**config.mk**
```make
export PLATFORM = sky130hd
export DESIGN_NAME = multi_timer_expiry_scheduler_top
export DESIGN_NICKNAME = d
export VERILOG_FILES = /design/src/sv/mtes_pkg.sv /design/src/sv/multi_timer_expiry_scheduler_top.sv /design/src/sv/mtes_front.sv /design/src/sv/mtes_back.sv
export VERILOG_INCLUDE_DIRS = /design/src /design/src/sv
export SDC_FILE = /design/constraint.sdc
export NUM_CORES = 2
export LEC_CHECK = 0
export BUFFER_PORTS_ARGS = -buffer_cell sky130_fd_sc_hd__buf_2
export CORE_MARGIN = 3
export CORE_UTILIZATION = 39
export DETAILED_ROUTE_END_ITERATION = 7
export PLACE_DENSITY_LB_ADDON = 0.08
export SLEW_MARGIN = 10
export SYNTH_ARGS = -nofsm -noshare
export SYNTH_HDL_FRONTEND = slang
export SYNTH_SLANG_ARGS = --single-unit
export TNS_END_PERCENT = 5
```
**constraint.sdc**
```tcl
create_clock -name clock -period 9.5 [get_ports clock]
set_input_delay 0 -clock clock [delete_from_list [all_inputs] [get_ports clock]]
set_output_delay 0 -clock clock [all_outputs]
set_load 0.02 [all_outputs]
```
**src/sv/assert_macros.svh**
```systemverilog
// ---------------------------------------------------------------------------
// Assertion macros
// Shared concurrent assertion wrappers for the timer scheduler RTL.
// ---------------------------------------------------------------------------
`ifndef ASSERT_MACROS_SVH
`define ASSERT_MACROS_SVH

// property must hold at every clock edge outside reset
`define ASSERT_CLK(lbl, clk, rst, prop, msg) \
   lbl: assert property (@(posedge clk) disable iff (rst) (prop)) else $error(msg);

// consequent must hold in the cycle after the antecedent
`define ASSERT_NEXT(lbl, clk, rst, ante, cons, msg) \
   lbl: assert property (@(posedge clk) disable iff (rst) (ante) |=> (cons)) else $error(msg);

`endif

```
**src/sv/mtes_pkg.sv**
```systemverilog
// ---------------------------------------------------------------------------
// mtes_pkg
// Types and constants shared by the timer scheduler front, back and top.
// ---------------------------------------------------------------------------
package mtes_pkg;

   localparam int DEF_NUM_TIMERS = 16;
   localparam int DEF_TIME_BITS  = 32;
   localparam int ID_W           = 4;
   localparam int PERIOD_W       = 32;
   localparam int NOW_W          = 32;
   localparam int MAX_RESULTS    = 16;
   localparam int CNT_W          = 5;
   localparam int REQ_DATA_W     = 40;
   localparam int RSP_DATA_W     = 40;

   typedef enum logic [1:0] {
      CMD_START = 2'd0,
      CMD_STOP  = 2'd1,
      CMD_TICK  = 2'd2,
      CMD_QUERY = 2'd3
   } mtes_op_type;

   // classified command as it sits in the queue
   typedef struct packed {
      mtes_op_type         op;
      logic                id_ok;
      logic [ID_W-1:0]     id;
      logic [PERIOD_W-1:0] period;
      logic                single;
   } mtes_cmd_type;

   typedef struct packed {
      logic [ID_W-1:0]  id;
      logic             fired;
      logic             running;
      logic [NOW_W-1:0] now;
      logic             last;
   } mtes_rsp_type;

endpackage

```
**src/sv/multi_timer_expiry_scheduler_top.sv**
```systemverilog
// ---------------------------------------------------------------------------
// multi_timer_expiry_scheduler_top
// Bank of virtual millisecond timers: start, stop, query and tick commands.
//
//  channel  dir  handshake            payload
//  req      in   req_tvalid/tready    tuser command, tdata id/period/single
//  rsp      out  rsp_tvalid/tready    tuser fired, tdata id/running/now, tlast
//
// Start, stop and query are executed by the back end from its idle state. A
// tick walks the rank list once for timers due at the old time and once for
// those due at the new time, one entry a cycle unless a result stalls.
// A two-entry command queue lets commands arrive while a tick is walked.
// Reset is synchronous and clears all timers and the time. A stalled result
// holds the walk only when a further result has to leave.
// ---------------------------------------------------------------------------
module multi_timer_expiry_scheduler_top #(
   parameter int NUM_TIMERS = mtes_pkg::DEF_NUM_TIMERS,
   parameter int TIME_BITS  = mtes_pkg::DEF_TIME_BITS
) (
   input  logic                              clock,
   input  logic                              reset,
   input  logic                              req_tvalid,
   output logic                              req_tready,
   input  logic [mtes_pkg::REQ_DATA_W-1:0]   req_tdata,  // timer_id, period_ms, single_shot
   input  logic [1:0]                        req_tuser,  // command
   output logic                              rsp_tvalid,
   input  logic                              rsp_tready,
   output logic [mtes_pkg::RSP_DATA_W-1:0]   rsp_tdata,  // fired_timer, running, now_ms
   output logic                              rsp_tuser,  // fired
   output logic                              rsp_tlast
);
   import mtes_pkg::*;

   mtes_cmd_type q_item;
   logic         q_valid, q_pop;
   mtes_rsp_type rsp_item;

   mtes_front #(.NUM_TIMERS(NUM_TIMERS), .TIME_BITS(TIME_BITS)) u_front (
      .clock      (clock),
      .reset      (reset),
      .req_tvalid (req_tvalid),
      .req_tready (req_tready),
      .req_op     (mtes_op_type'(req_tuser)),
      .req_id     (req_tdata[3:0]),
      .req_period (req_tdata[35:4]),
      .req_single (req_tdata[36]),
      .q_valid    (q_valid),
      .q_item     (q_item),
      .q_pop      (q_pop)
   );

   mtes_back #(.NUM_TIMERS(NUM_TIMERS), .TIME_BITS(TIME_BITS)) u_back (
      .clock     (clock),
      .reset     (reset),
      .q_valid   (q_valid),
      .q_item    (q_item),
      .q_pop     (q_pop),
      .rsp_valid (rsp_tvalid),
      .rsp_ready (rsp_tready),
      .rsp_item  (rsp_item)
   );

   assign rsp_tdata = {3'b000, rsp_item.now, rsp_item.running, rsp_item.id};
   assign rsp_tuser = rsp_item.fired;
   assign rsp_tlast = rsp_item.last;

endmodule

```
**src/sv/mtes_front.sv**
```systemverilog
// ---------------------------------------------------------------------------
// mtes_front
// Accepts commands, checks the timer number, fixes the period and queues
// the classified command for the back end (two entries).
// ---------------------------------------------------------------------------
module mtes_front #(
   parameter int NUM_TIMERS = mtes_pkg::DEF_NUM_TIMERS,
   parameter int TIME_BITS  = mtes_pkg::DEF_TIME_BITS
) (
   input  logic                  clock,
   input  logic                  reset,
   input  logic                  req_tvalid,
   output logic                  req_tready,
   input  mtes_pkg::mtes_op_type req_op,
   input  logic [3:0]            req_id,
   input  logic [31:0]           req_period,
   input  logic                  req_single,
   output logic                  q_valid,
   output mtes_pkg::mtes_cmd_type q_item,
   input  logic                  q_pop
);
   import mtes_pkg::*;

   localparam logic [PERIOD_W-1:0] PMASK =
      (TIME_BITS >= PERIOD_W) ? '1 : PERIOD_W'((64'd1 << TIME_BITS) - 64'd1);

   mtes_cmd_type buf_ff [2];
   logic         wr_ff, wr_in, rd_ff, rd_in;
   logic [1:0]   cnt_ff, cnt_in;
   mtes_cmd_type cls;
   logic [PERIOD_W-1:0] pm;
   logic         push;

   always_comb begin
      pm           = req_period & PMASK;
      cls.op       = req_op;
      cls.id       = req_id;
      cls.id_ok    = ({3'b000, req_id} < 7'(NUM_TIMERS));
      cls.single   = req_single;
      // periodic zero period would never advance; force one
      cls.period   = (!req_single && pm == '0) ? PERIOD_W'(1) : pm;
   end

   assign req_tready = (cnt_ff != 2'd2);
   assign push       = req_tvalid && req_tready;
   assign q_valid    = (cnt_ff != 2'd0);
   assign q_item     = buf_ff[rd_ff];

   always_comb begin
      wr_in  = push ? ~wr_ff : wr_ff;
      rd_in  = q_pop ? ~rd_ff : rd_ff;
      cnt_in = cnt_ff + 2'(push) - 2'(q_pop);
   end

   always_ff @(posedge clock) begin
      if (push) begin
         buf_ff[wr_ff] <= cls;
      end
      if (reset) begin
         wr_ff  <= 1'b0;
         rd_ff  <= 1'b0;
         cnt_ff <= 2'd0;
      end else begin
         wr_ff  <= wr_in;
         rd_ff  <= rd_in;
         cnt_ff <= cnt_in;
      end
   end

endmodule

```
**src/sv/mtes_back.sv**
```systemverilog
// ---------------------------------------------------------------------------
// mtes_back
// Executes queued commands against the timer bank. Keeps the arming order
// as a rank list and walks it twice per tick: first for timers due at the
// old time, then for timers due at the new time.
// ---------------------------------------------------------------------------
`include "assert_macros.svh"

module mtes_back #(
   parameter int NUM_TIMERS = mtes_pkg::DEF_NUM_TIMERS,
   parameter int TIME_BITS  = mtes_pkg::DEF_TIME_BITS
) (
   input  logic                   clock,
   input  logic                   reset,
   input  logic                   q_valid,
   input  mtes_pkg::mtes_cmd_type q_item,
   output logic                   q_pop,
   output logic                   rsp_valid,
   input  logic                   rsp_ready,
   output mtes_pkg::mtes_rsp_type rsp_item
);
   import mtes_pkg::*;

   localparam int IW = (NUM_TIMERS > 1) ? $clog2(NUM_TIMERS) : 1;
   localparam int CW = $clog2(NUM_TIMERS + 1);
   localparam int TB = TIME_BITS;

   typedef enum logic [1:0] {S_IDLE, S_SCAN_A, S_SCAN_B} state_type;

   state_type          state_ff, state_in;
   logic [NUM_TIMERS-1:0] armed_ff, oneshot_ff;
   logic [TB-1:0]      period_ff [NUM_TIMERS];
   logic [TB-1:0]      exp_ff    [NUM_TIMERS];
   logic [IW-1:0]      ord_ff    [NUM_TIMERS];
   logic [IW-1:0]      ord_in    [NUM_TIMERS];
   logic [TB-1:0]      now_ff, now_in, old_ff, old_in;
   logic [CW-1:0]      n_ff, n_in, r_ff, r_in, lim_ff, lim_in;
   logic [CNT_W-1:0]   cnt_ff, cnt_in;
   logic               pv_ff, pv_in;
   logic [IW-1:0]      pid_ff, pid_in;
   logic               prun_ff, prun_in;
   logic               ov_ff, ov_in;
   mtes_rsp_type       out_ff, out_in;

   // list and timer write controls
   logic               rm_en, app_en;
   logic [IW-1:0]      rm_pos, app_id;
   logic [CW-1:0]      app_pos;
   logic               tw_en, tw_armed, tw_exp_en, tw_cfg_en;
   logic [IW-1:0]      tw_idx;
   logic [TB-1:0]      tw_exp;

   logic               out_free;
   logic [IW-1:0]      idx, mpos, sid;
   logic               due, report, need;

   assign out_free  = !ov_ff || rsp_ready;
   assign rsp_valid = ov_ff;
   assign rsp_item  = out_ff;
   assign idx       = IW'(q_item.id);
   assign sid       = ord_ff[r_ff[IW-1:0]];

   always_comb begin
      mpos = '0;
      for (int i = 0; i < NUM_TIMERS; i++) begin
         if (ord_ff[i] == idx && CW'(i) < n_ff) begin
            mpos = IW'(i);
         end
      end
   end

   always_comb begin
      state_in  = state_ff;
      now_in    = now_ff;
      old_in    = old_ff;
      r_in      = r_ff;
      lim_in    = lim_ff;
      cnt_in    = cnt_ff;
      pv_in     = pv_ff;
      pid_in    = pid_ff;
      prun_in   = prun_ff;
      ov_in     = ov_ff && !rsp_ready;
      out_in    = out_ff;
      q_pop     = 1'b0;
      rm_en     = 1'b0;
      rm_pos    = '0;
      app_en    = 1'b0;
      app_id    = '0;
      tw_en     = 1'b0;
      tw_idx    = '0;
      tw_armed  = 1'b0;
      tw_exp_en = 1'b0;
      tw_exp    = '0;
      tw_cfg_en = 1'b0;
      due       = 1'b0;
      report    = 1'b0;
      need      = 1'b0;
      case (state_ff)
         S_IDLE: begin
            if (q_valid) begin
               if (q_item.op == CMD_TICK) begin
                  q_pop    = 1'b1;
                  now_in   = now_ff + TB'(1);
                  old_in   = now_ff;
                  r_in     = '0;
                  lim_in   = n_ff;
                  cnt_in   = '0;
                  pv_in    = 1'b0;
                  state_in = S_SCAN_A;
               end else if (out_free) begin
                  q_pop          = 1'b1;
                  ov_in          = 1'b1;
                  out_in.id      = q_item.id;
                  out_in.fired   = 1'b0;
                  out_in.running = 1'b0;
                  out_in.now     = NOW_W'(now_ff);
                  out_in.last    = 1'b1;
                  tw_idx         = idx;
                  case (q_item.op)
                     CMD_START: begin
                        if (q_item.id_ok) begin
                           rm_en          = armed_ff[idx];
                           rm_pos         = mpos;
                           app_en         = 1'b1;
                           app_id         = idx;
                           tw_en          = 1'b1;
                           tw_armed       = 1'b1;
                           tw_exp_en      = 1'b1;
                           tw_exp         = now_ff + TB'(q_item.period);
                           tw_cfg_en      = 1'b1;
                           out_in.running = 1'b1;
                        end
                     end
                     CMD_STOP: begin
                        if (q_item.id_ok && armed_ff[idx]) begin
                           rm_en  = 1'b1;
                           rm_pos = mpos;
                           tw_en  = 1'b1;
                        end
                     end
                     CMD_QUERY: begin
                        out_in.running = q_item.id_ok && armed_ff[idx];
                     end
                     default: begin
                     end
                  endcase
               end
            end
         end
         S_SCAN_A, S_SCAN_B: begin
            if (r_ff == lim_ff) begin
               if (state_ff == S_SCAN_A) begin
                  r_in     = '0;
                  state_in = S_SCAN_B;
               end else if (out_free) begin
                  ov_in          = 1'b1;
                  out_in.id      = pv_ff ? ID_W'(pid_ff) : '0;
                  out_in.fired   = pv_ff;
                  out_in.running = pv_ff && prun_ff;
                  out_in.now     = NOW_W'(now_ff);
                  out_in.last    = 1'b1;
                  state_in       = S_IDLE;
               end
            end else begin
               due    = exp_ff[sid] == ((state_ff == S_SCAN_A) ? old_ff : now_ff);
               report = cnt_ff < CNT_W'(MAX_RESULTS);
               need   = report && pv_ff;
               if (!due) begin
                  r_in = r_ff + CW'(1);
               end else if (!need || out_free) begin
                  if (need) begin
                     ov_in          = 1'b1;
                     out_in.id      = ID_W'(pid_ff);
                     out_in.fired   = 1'b1;
                     out_in.running = prun_ff;
                     out_in.now     = NOW_W'(now_ff);
                     out_in.last    = 1'b0;
                  end
                  if (report) begin
                     pv_in   = 1'b1;
                     pid_in  = sid;
                     prun_in = !oneshot_ff[sid];
                     cnt_in  = cnt_ff + CNT_W'(1);
                  end
                  // take out of the walk; periodic ones go to the back of the order
                  rm_en     = 1'b1;
                  rm_pos    = r_ff[IW-1:0];
                  lim_in    = lim_ff - CW'(1);
                  tw_en     = 1'b1;
                  tw_idx    = sid;
                  tw_armed  = !oneshot_ff[sid];
                  app_en    = !oneshot_ff[sid];
                  app_id    = sid;
                  tw_exp_en = !oneshot_ff[sid];
                  tw_exp    = now_ff + period_ff[sid];
               end
            end
         end
         default: begin
            state_in = S_IDLE;
         end
      endcase
   end

   always_comb begin
      app_pos = rm_en ? n_ff - CW'(1) : n_ff;
      n_in    = n_ff - CW'(rm_en) + CW'(app_en);
      for (int i = 0; i < NUM_TIMERS; i++) begin
         ord_in[i] = ord_ff[i];
         if (rm_en && IW'(i) >= rm_pos && i < NUM_TIMERS - 1) begin
            ord_in[i] = ord_ff[(i < NUM_TIMERS - 1) ? i + 1 : i];
         end
         if (app_en && app_pos[IW-1:0] == IW'(i)) begin
            ord_in[i] = app_id;
         end
      end
   end

   always_ff @(posedge clock) begin
      ord_ff  <= ord_in;
      out_ff  <= out_in;
      old_ff  <= old_in;
      pid_ff  <= pid_in;
      prun_ff <= prun_in;
      if (tw_exp_en) begin
         exp_ff[tw_idx] <= tw_exp;
      end
      if (tw_cfg_en) begin
         period_ff[tw_idx] <= TB'(q_item.period);
      end
      if (reset) begin
         state_ff   <= S_IDLE;
         armed_ff   <= '0;
         oneshot_ff <= '0;
         now_ff     <= '0;
         n_ff       <= '0;
         r_ff       <= '0;
         lim_ff     <= '0;
         cnt_ff     <= '0;
         pv_ff      <= 1'b0;
         ov_ff      <= 1'b0;
      end else begin
         state_ff <= state_in;
         now_ff   <= now_in;
         n_ff     <= n_in;
         r_ff     <= r_in;
         lim_ff   <= lim_in;
         cnt_ff   <= cnt_in;
         pv_ff    <= pv_in;
         ov_ff    <= ov_in;
         if (tw_en) begin
            armed_ff[tw_idx] <= tw_armed;
         end
         if (tw_cfg_en) begin
            oneshot_ff[tw_idx] <= q_item.single;
         end
      end
   end

   `ASSERT_CLK(a_armed_count, clock, reset, $countones(armed_ff) == int'(n_ff), "armed count mismatch")
   `ASSERT_CLK(a_walk_bounds, clock, reset, (state_ff == S_IDLE) || (r_ff <= lim_ff && lim_ff <= n_ff), "walk out of bounds")
   `ASSERT_CLK(a_fire_cap, clock, reset, cnt_ff <= CNT_W'(MAX_RESULTS), "fire count overflow")
   `ASSERT_NEXT(a_tick_start, clock, reset, state_ff == S_IDLE && q_pop && q_item.op == CMD_TICK, state_ff == S_SCAN_A, "tick did not start walk")

endmodule
```
==> results_dict.tcl <==
set metrics [dict create \
    outcome "complete, no violations" \
    finalCriticalPeriod_ns 8.21 \
    dp_hpwl_um 118000 \
    internal_power_mw 11.8 \
    cts_root_buf "clkbuf_16" \
    fin_worst_skew_ns 0.0363 \
    clk_latency_ns 0.80 \
    final_common_cell "edfxtp_1" \
    yosys_warnings 0 \
    cap_violations 0 \
    dpl-instance-area_mm2 0.0647 \
    finalSetupViolations 0 \
    async_reset_ff_frac 0 \
    cts.path.max_buffers 3 \
    drive_above_1_share 0.137 \
    place_congestion 0.842 \
    use_met1 0.333 \
    area_growth_syn_to_layout_pct 15.6 \
    cts_tree "done" \
    vias_per_cell 5.67 \
    dieArea_mm2 0.161 \
    grt_first_pass_wirelength_um 282000 \
    crit_fanout 88 \
    die_h_um 401 \
    synth_cells 4885 \
    pin_count 90 \
    vias 41100 \
    wire_per_inst_um 26.8 \
    cp.depth 28 \
    htree_levels 4 \
    power.leakage_nw 24.7 \
    hold_class "in -> reg" \
    syn_area_mm2 0.0609 \
    p_per_area_mw_per_mm2 250 \
    clk_pin_slew_worst_paths_ns 0.06 \
    ant_nets 0 \
    initial_core_util 0.394 \
    fmax_mhz 122 \
    path_buf_inv 4 \
    fin_nets 5205 \
    drtIter0Drc 3503 \
    cts_buffers 152 \
    final_cell_mix "edfxtp_1, nand2_1, nand3_1" \
    nFillCells 14100 \
    die_x_um 401 \
    r2r_slack_ns 1.29 \
    end_kind "flop" \
    max_stage_delay_ns 0.89 \
    synth_top_flop_cell "edfxtp_1" \
    drv_slew 0 \
    critical_path.top_delay_family "compound AO/OA/AOI/OAI gates" \
    start_kind "flop" \
    p_sw_mw 5.74 \
    grt_util_all_layers 0.236 \
    ys_types 101 \
    antenna_found_initial 5 \
    slew_headroom 0.207 \
    num_antenna_cells 0 \
    coreArea_mm2 0.155 \
    worst_slew_pin_slew_ns 1.16 \
    ys_seq_area_frac 0.643 \
    whs_path_depth 3 \
    rr_worst_depth 28 \
    avgSynthCellArea_um2 12.5 \
    drc 0 \
    globalRouteOverflowTotal 0 \
    final_area_mm2 0.0704 \
    grt.met2_usage 0.391 \
    wirelength_um 194000 \
    switching_share 0.327 \
    peakVddDrop_mv 0.169 \
    crit_arrival_ns 8.72 \
    grt.busiest_layer "met2" \
    numPortBuffers 83 \
    fp-row-count 144 \
    ys_seq_elements 1335 \
    combPwrFrac 0.260 \
    critical_path_required_ns 10.01 \
    cpMaxStageDelayCell "dfxtp_1" \
    power_frac_seq 0.409 \
    p_clk_frac 0.331 \
    total_power_mw 17.6 \
    rsz0062_at_grt "no" \
    grt_pass1_vias 40100 \
    period_share 0.864 \
    grtUsageMet3 0.0308 \
    synth_edf_count 1242 \
    setup_tns_ns 0 \
    grt_max_degree 110 \
    cts.sinks 1335 \
    timing.final.hold_violations 0 \
    crit_type "reg -> reg" \
    first_pass_iters 6 \
    crit_path_frequent_cell "a21oi_1" \
]
[stage by stage]
stage	worst slack [ns]	hold slack, ns	std cells	utilization
floorplan	2.33	0.0989	4887	-
global placement	1.48	0.190	6878	0.418
detailed placement	1.42	0.193	6878	0.418
CTS	1.41	0.0291	7239	0.455
global route	0.843	0.0730	7239	0.455
finish	1.29	0.0804	7239	0.455
[power groups by stage]
stage | registers, mW | clock network, mW | logic (mW)
detailed placement | 7.31 | 0 | 4.55
floorplan | 7.35 | 0 | 2.77
global route | 7.21 | 6.17 | 4.96
finish | 7.19 | 5.81 | 4.57
global placement | 7.30 | 0 | 4.53
CTS | 7.19 | 5.94 | 4.59
[cell families (layout without fill, tap and decap cells)]
kind of cell | after synthesis | after routing | share of synthesized area
AND/OR/NAND/NOR | 1806 | 1806 | 0.141
flip-flops | 1335 | 1335 | 0.643
buffers and inverters | 391 | 699 | 0.0275
adder cells (fa/ha/maj) | 91 | 91 | 0.0191
multiplexers | 287 | 287 | 0.0533
other | 1 | 3 | 0.0000616
AO/OA/AOI/OAI | 771 | 771 | 0.0867
XOR/XNOR | 203 | 203 | 0.0292
[sequential cells by signal, summed over array words and instances, names as in the netlist, 16 cells and up, named ones only]
register           cells
u_back.armed_ff       16
u_back.rsp_item       39
u_back.ord_ff         64
u_front.buf_ff        78
u_back.period_ff     512
u_back.exp_ff        512
u_back.oneshot_ff     16
u_back.now_ff         32
u_back.old_ff         32
[layer usage]
| layer | wire, um | vias up |
|---|---|---|
| met5 | 0 | - |
| met4 | 3690 | 0 |
| met3 | 9820 | 222 |
| met2 | 92600 | 1120 |
| met1 | 87500 | 21000 |
| li1 | - | 18800 |
[worst register-to-register path, delay by kind of cell (launching register included)]
kind / cells / cell delay (ns)
xor+xnor: 1 / 0.16
buf+inv: 4 / 1.47
flops: 1 / 0.89
mux: 1 / 0.29
fa+ha+maj: 1 / 0.32
simple gates: 8 / 1.63
compound gates: 13 / 3.17
[layout make-up]
type,count,area [um2],area share
sequential,1335,39200,0.556
timing repair buffer,352,3150,0.0448
inverter,66,270,0.00384
clock buffer,198,4050,0.0575
multi-input combinational,3161,20400,0.289
clock inverter,83,856,0.0122
tap,2044,2560,0.0363
[repair_timing]
action	in CTS	in global routing
gates resized for setup	0	0
buffers inserted	0	0
hold buffers	80	0
hold endpoints to repair	107	0
[synth_stat cells, types with 22 or more instances]
cell         n  area, um2
edfxtp_1  1242      37300
nand2_1    718       2700
nand3_1    402       2010
clkbuf_1   212        796
nor2_1     196        736
a21oi_1    149        746
mux2i_1    146       1460
o21ai_0    125        626
and3_1     120        751
mux2_2     116       1310
xnor2_1    104        911
a211oi_1    99        743
xor2_1      99        867
nor3_1      94        470
dfxtp_1     93       1860
ha_1        88       1100
a31oi_1     63        394
buf_2       57        285
inv_1       57        214
nand4_1     51        319
a311oi_1    46        403
nand2b_1    37        231
buf_1       32        120
a22oi_1     31        233
nor4_1      29        181
or3_1       29        181
a21o_1      28        210
o211ai_1    28        210
nor2b_1     27        169
and4_1      24        210
o21a_1      22        165
[worst paths after layout]
kind	start	end
setup reg to reg	u_back.r_ff[3]	u_back.exp_ff[5][31]
hold reg to reg	u_back.oneshot_ff[13]	u_back.oneshot_ff[13]
setup / recovery	u_back.r_ff[3]	u_back.exp_ff[5][31]
hold / removal	req_tdata[4]	u_front.buf_ff[0][1]
(Power assumes the default switching activity.)
